`src/rtl/tps_pkg.sv`:
```
// Package with the shared types and constants of the topological sort core.
`timescale 1ns / 1ps

package tps_pkg;

	// Fixed widths of the stream fields and of the configuration register.
	localparam int VERTEX_W  = 6;
	localparam int VCOUNT_W  = 6;
	localparam int S_TDATA_W = 16;
	localparam int M_TDATA_W = 8;

	// Sequencer states.
	typedef enum logic [3:0] {
		ST_IDLE,
		ST_LOAD,
		ST_SCAN,
		ST_POP,
		ST_FETCH,
		ST_HEAD,
		ST_EDGE,
		ST_DEG,
		ST_STATUS
	} tps_state_t;

endpackage

```
`src/rtl/tps_ram.sv`:
```
// Generic simple dual-port RAM with one write port and a registered read port.
`timescale 1ns / 1ps

module tps_ram
	import tps_pkg::*;
#(
	parameter int WIDTH = 8,
	parameter int DEPTH = 64
) (
	input  logic                                     clk,
	input  logic                                     we,
	input  logic [(DEPTH > 1 ? $clog2(DEPTH) : 1)-1:0] waddr,
	input  logic [WIDTH-1:0]                         wdata,
	input  logic [(DEPTH > 1 ? $clog2(DEPTH) : 1)-1:0] raddr,
	output logic [WIDTH-1:0]                         rdata
);

	logic [WIDTH-1:0] mem [DEPTH];

	// Write port and registered read port.
	always_ff @(posedge clk) begin
		if (we) begin
			mem[waddr] <= wdata;
		end
		rdata <= mem[raddr];
	end

endmodule
```
`config.mk`:
```
export PLATFORM = sky130hd
export DESIGN_NAME = tps_ram
export DESIGN_NICKNAME = d
export VERILOG_FILES = /design/src/rtl/tps_pkg.sv /design/src/rtl/tps_ram.sv
export SDC_FILE = /design/constraint.sdc
export NUM_CORES = 1
export LEC_CHECK = 0
export ABC_AREA = 1
export BUFFER_PORTS_ARGS = -buffer_cell sky130_fd_sc_hd__buf_2
export CAP_MARGIN = 0
export CORE_MARGIN = 2
export CORE_UTILIZATION = 40
export DETAILED_ROUTE_END_ITERATION = 8
export SLEW_MARGIN = 15
export SYNTH_ARGS = -nofsm -noshare
export SYNTH_HDL_FRONTEND = slang
export SYNTH_SLANG_ARGS = --single-unit
```
`constraint.sdc`:
```
create_clock -name clk -period 3.9 [get_ports clk]
set_input_delay 0.195 -clock clk [delete_from_list [all_inputs] [get_ports clk]]
set_output_delay 0.195 -clock clk [all_outputs]
set_load 0.02 [all_outputs]
```
==> flow_metrics.env, run 1 <==
export IMPL_async_flop_share_pct=0
export IMPL_synth_top_area_cell="edfxtp_1"
export IMPL_ctsHoldBuffers=1
export IMPL_synth_cell_type_count=16
export IMPL_synthesis_area_sq_um=21300
export IMPL_cts_max_path_buffers=3
export IMPL_drt_met1_wl_mm=23.7
export IMPL_avgSynthCellArea_sq_um=11.8
export IMPL_power_leakage_nw=8.38
export IMPL_syn_to_final_growth_pct=10.4
export IMPL_final_net_count=1829
export IMPL_io_buffer_count=29
export IMPL_crit_path_end_kind="flip-flop"
export IMPL_synth_nets=1827
export IMPL_timing_final_crit_share_pct=56.3
export IMPL_ant_nets=0
export IMPL_die_w_um=235
export IMPL_path_cells="buf_2 -> buf_4 -> clkinv_1 -> nand2_1 -> nand3_1 -> nand3_1 -> nand2_1"
export IMPL_period_needed_ns=2.20
export IMPL_synth_most_common_cell="nand2_1"
export IMPL_clk_pin_slew_ns=0.06
export IMPL_worst_slew_margin_rel_pct=20.6
export IMPL_reg2reg_slack_ns=2.43
export IMPL_cp_top_family="buffers and inverters"
export IMPL_num_rows=84
export IMPL_gp_congestion=0.824
export IMPL_yosys_top_cells_count="nand2_1 (648), edfxtp_1 (512), nand3_1 (439)"
export IMPL_antenna_cells=0
export IMPL_postSynthCellCount=1805
export IMPL_ys_seq_area_share_pct=72.8
export IMPL_hold_class="input port to flip-flop"
export IMPL_status="completed"
export IMPL_yosysTopAreaCellShare_pct=72.0
export IMPL_crit_fanout=33
export IMPL_dp_cells=2440
export IMPL_place_hpwl_mm=30.8
export IMPL_ioPinCount=30
export IMPL_layout_drive_gt1_share_pct=7.43
export IMPL_wl_per_cell_um=21.2
export IMPL_wl_met2_mm=24.3
export IMPL_start_util_pct=40.5
export IMPL_synth_seq_cells=520
export IMPL_synth_area_leaders="edfxtp_1 (72%), nand2_1 (11%), nand3_1 (10%)"
export IMPL_synth_edff_count=512
export IMPL_grt_setup_unrepaired="false"
export IMPL_grt_max_degree=199
export IMPL_finalClockSkew_ns=0.0165
export IMPL_top_layer_used="met5"
export IMPL_die_h_um=235
export IMPL_clockRootBuffer="clkbuf_16"
export IMPL_wirelength_mm=53.7
export IMPL_first_pass_iters=5
export IMPL_p_per_area_nw_per_um2=511
export IMPL_drc=0
export IMPL_core_area_sq_um=52700
export IMPL_drtIter0Drc=1467
export IMPL_htree_levels=2
export IMPL_track_usage_pct=19.3
export IMPL_finalHoldViolations=0
export IMPL_via_per_inst=5.40
export IMPL_worstSetupPathType="input port to flip-flop"
export IMPL_grt_pass1_wl_mm=81.6
export IMPL_wl_met3_mm=4.66
export IMPL_post_cts_buffers=0
export IMPL_grt_pass1_vias=13100
export IMPL_clk_latency_ns=0.60
export IMPL_antenna_found_initial=2
export IMPL_final_max_slew_viol_count=0
export IMPL_clkSinkCount=520
export IMPL_drv_cap=0
export IMPL_ys_flop_type="edfxtp_1"
export IMPL_gr_total_overflow=0
export IMPL_crit_required_ns=4.38
export IMPL_setup_viol=0
export IMPL_post_cts_resized=0
export IMPL_ir_drop_mv=0.317
export IMPL_fin_tns_setup_ns=0
export IMPL_dieArea_sq_um=55200
export IMPL_max_stage_delay_ns=1.05
export IMPL_final_cells=2532
export IMPL_worst_pin_slew_ns=1.18
export IMPL_yosys_warnings=0
export IMPL_cp_buffers_inverters=3
export IMPL_start_kind="input port"
export IMPL_num_vias=13700
export IMPL_cts_buffers=52
export IMPL_cts_tree="built"
export IMPL_critPathSlowestCell="clkinv_1"
export IMPL_fmax_ghz=0.455
export IMPL_cp_arrival_ns=2.67
[power breakdown]
part	leakage (nW)	internal (mW)	switching, mW
Clock	0.844	3.03	2.08
Combinational	2.87	0.171	0.557
Sequential	4.67	6.19	0.0169
Total	8.38	9.39	2.65
[through the flow]
stage / util, % / total power [mW] / setup slack, ns / hold slack, ns / instance area [sq um]
finish: 44.8 / 12.0 / 1.70 / 0.110 / 23600
floorplan: - / 6.76 / 1.94 / 0.294 / 21300
CTS: 44.7 / 12.1 / 1.93 / 0.0843 / 23600
global route: 44.8 / 12.4 / 1.66 / 0.111 / 23600
detailed placement: 41.5 / 7.04 / 1.27 / 0.609 / 21800
global placement: 41.5 / 7.03 / 1.32 / 0.608 / 21800
[worst paths after layout]
path,startpoint,end,depth (start not counted)
max,raddr[3],rdata[1],7
max reg2reg,mem[51][3],rdata[3],8
min reg2reg,mem[18][0],rdata[0],8
min,raddr[4],rdata[4],4
[layer usage]
metal	vias to the layer above	GRT usage [%]
li1	6347	-
met1	6694	27.9
met2	535	29.4
met3	83	4.52
met4	4	5.04
met5	-	0
[sequential cells by signal (all words and copies together) (netlist names)]
signal and cells:
mem 512, rdata 8
[placed cells by master (no fill, tap or decap), types with 3 or more instances in the layout]
cell type and n:
buf_12 4, buf_2 27, buf_4 28, bufinv_16 7
clkbuf_1 12, clkbuf_16 53, clkbuf_8 5, clkinv_1 7
clkinv_2 6, dfxtp_1 8, edfxtp_1 512, inv_1 8
inv_6 3, nand2_1 648, nand3_1 439, nand4_1 9
nor2_1 56, nor4_1 7
[cell type report]
type	instances	area, sq um
clock buffer	70	1440
clock inverter	21	280
fill	4755	29100
inverter	12	52.6
multi-input combinational	1160	4950
sequential	520	15500
tap	688	861
timing repair buffer	61	447
[kinds of logic after synthesis]
family                 Yosys count  share of synthesized area [%]
buffers and inverters          125                           4.02
DFF                            520                           72.8
and+or+nand+nor               1160                           23.2
[worst reg2reg max path, delay by kind of cell (launching register included)]
kind             cells  cell delay [ns]
and+or+nand+nor      8             0.99
DFF                  1             0.36
No activity file was read; power rests on OpenSTA's default activity.
==> run 2, diff against run 1 <==
==> constraint.sdc (replaced) <==
create_clock -name clk -period 2.1 [get_ports clk]
set_input_delay 0.105 -clock clk [delete_from_list [all_inputs] [get_ports clk]]
set_output_delay 0.105 -clock clk [all_outputs]
set_load 0.02 [all_outputs]
==> run 2 against run 1 <==
Effect of this change:
- sequential cell count stayed put
- sequential share of layout area decreased by 1.8 points
- utilization is 1.3 points higher
- final area increased by 2.8%
- register-to-register slack got worse by 1.7 ns
- global-route usage is 0.19 points higher
- wire length is 0.84% higher
- critical path type is now flip-flop to flip-flop
==> flow_metrics.env, run 2 (synthesis gave the netlist of run 1 again) <==
export IMPL_clk_pin_slew_ns=0.06
export IMPL_start_kind="flip-flop"
export IMPL_layout_commonest_cell="nand2_1"
export IMPL_layout_drive_gt1_share_pct=10.9
export IMPL_cp_buffers_inverters=0
export IMPL_cp_arrival_ns=1.85
export IMPL_grt_pass1_vias=13600
export IMPL_cp_endpoint="rdata[6]"
export IMPL_num_rows=84
export IMPL_r2r_start="mem[35][6]"
export IMPL_reg2reg_slack_ns=0.73
export IMPL_cp_depth=8
export IMPL_first_pass_iters=5
export IMPL_ctsHoldBuffers=2
export IMPL_gr_total_overflow=0
export IMPL_final_max_slew_viol_count=0
export IMPL_place_hpwl_mm=31.6
export IMPL_dieArea_sq_um=55200
export IMPL_syn_to_final_growth_pct=13.6
export IMPL_ir_drop_mv=0.624
export IMPL_final_net_count=1903
export IMPL_cts_tree="built"
export IMPL_io_buffer_count=29
export IMPL_finalHoldViolations=0
export IMPL_fmax_ghz=0.731
export IMPL_setup_viol=0
export IMPL_ioPinCount=30
export IMPL_die_w_um=235
export IMPL_clkSinkCount=520
export IMPL_post_cts_resized=0
export IMPL_htree_levels=2
export IMPL_largest_reg_flops=512
export IMPL_p_per_area_nw_per_um2=906
export IMPL_critPathSlowestCell="edfxtp_1"
export IMPL_clk_latency_ns=0.60
export IMPL_path_cells="nand2_1 -> nand3_1 -> nand3_1 -> nand2_1 -> nand2_1 -> nand3_1 -> nand3_1 -> nand2_1"
export IMPL_timing_final_crit_share_pct=65.1
export IMPL_crit_required_ns=2.59
export IMPL_ant_nets=0
export IMPL_worst_slew_margin_rel_pct=58.6
export IMPL_period_needed_ns=1.37
export IMPL_antenna_found_initial=1
export IMPL_final_util_pct=46.0
export IMPL_reg_top3="mem x512, rdata x8"
export IMPL_hold_depth=2
export IMPL_drc=0
export IMPL_clockRootBuffer="clkbuf_16"
export IMPL_num_vias=13800
export IMPL_timing_rr_end="rdata[6]"
export IMPL_hold_class="input port to flip-flop"
export IMPL_drv_cap=0
export IMPL_top_register="mem"
export IMPL_critPathLaunch="mem[35][6]"
export IMPL_grt_pass1_wl_mm=82.9
export IMPL_gp_congestion=0.825
export IMPL_post_cts_buffers=0
export IMPL_grt_setup_unrepaired="false"
export IMPL_via_per_inst=5.29
export IMPL_power_leakage_nw=8.80
export IMPL_start_util_pct=40.5
export IMPL_worst_pin_slew_ns=0.621
export IMPL_cts_buffers=53
export IMPL_drtIter0Drc=1389
export IMPL_status="completed"
export IMPL_final_cell_mix="nand2_1 (648), edfxtp_1 (512), nand3_1 (439)"
export IMPL_wl_per_cell_um=20.7
export IMPL_max_stage_delay_ns=0.37
export IMPL_die_h_um=235
export IMPL_track_usage_pct=19.5
export IMPL_r2r_cells=8
export IMPL_finalClockSkew_ns=0.0113
export IMPL_worstSetupPathType="flip-flop to flip-flop"
export IMPL_cp_top_family="simple AND/OR/NAND/NOR gates"
export IMPL_core_area_sq_um=52700
export IMPL_cts_max_path_buffers=3
export IMPL_grt_max_degree=99
export IMPL_fin_tns_setup_ns=0
export IMPL_wirelength_mm=54.2
export IMPL_crit_fanout=1
export IMPL_crit_path_end_kind="flip-flop"
run 2: changes by cell type in the layout (fill, tap and decap cells not counted), moves of 3 or more:
cell       change
buf_12        +14
buf_4         +58
bufinv_16      -6
clkbuf_1       +3
clkbuf_8       +3
run 2: power by group:
part	total, mW	internal, mW	switching [mW]
Clock	9.02	5.18	3.84
Sequential	11.5	11.5	0.0337
Combinational	1.41	0.373	1.04
Total	22.0	17.0	4.91
run 2: through the flow:
stage	instances	power [mW]	worst slack (ns)	instance area, sq um	hold slack, ns
global placement	2512	13.1	0.317	22500	0.505
floorplan	1805	12.6	0.229	21300	0.204
CTS	2611	22.1	0.766	24200	0.0179
global route	2611	22.6	0.657	24200	0.0132
finish	2612	22.0	0.732	24200	0.00289
detailed placement	2512	13.1	0.298	22500	0.510
run 2: worst min path at each step:
stage                  start          to  slack, ns
floorplan           wdata[0]   mem[0][0]       0.20
global placement    raddr[5]    rdata[7]       0.50
detailed placement  raddr[5]    rdata[7]       0.51
CTS                 wdata[0]  mem[25][0]       0.02
global route        wdata[2]  mem[30][2]       0.01
finish              wdata[2]  mem[31][2]      0.003
run 2: metal layers:
layer  vias to the layer above  global-route usage [%]  wire length [um]  share of wire [%]
li1                       6500                       -                 -                  -
met1                      6755                    28.0             23900                 44
met2                       480                    30.4             24900                 46
met3                        80                    3.57              4060                7.5
met4                         2                    5.72              1270                2.3
met5                         -                       0                10              0.018
run 2: cell type report:
cell class / count / area (sq um)
clock buffer: 78 / 1540
fill: 4714 / 28400
sequential: 520 / 15500
multi-input combinational: 1160 / 4950
clock inverter: 19 / 120
antenna: 1 / 2.50
timing repair buffer: 134 / 1170
tap: 688 / 861
inverter: 12 / 52.6
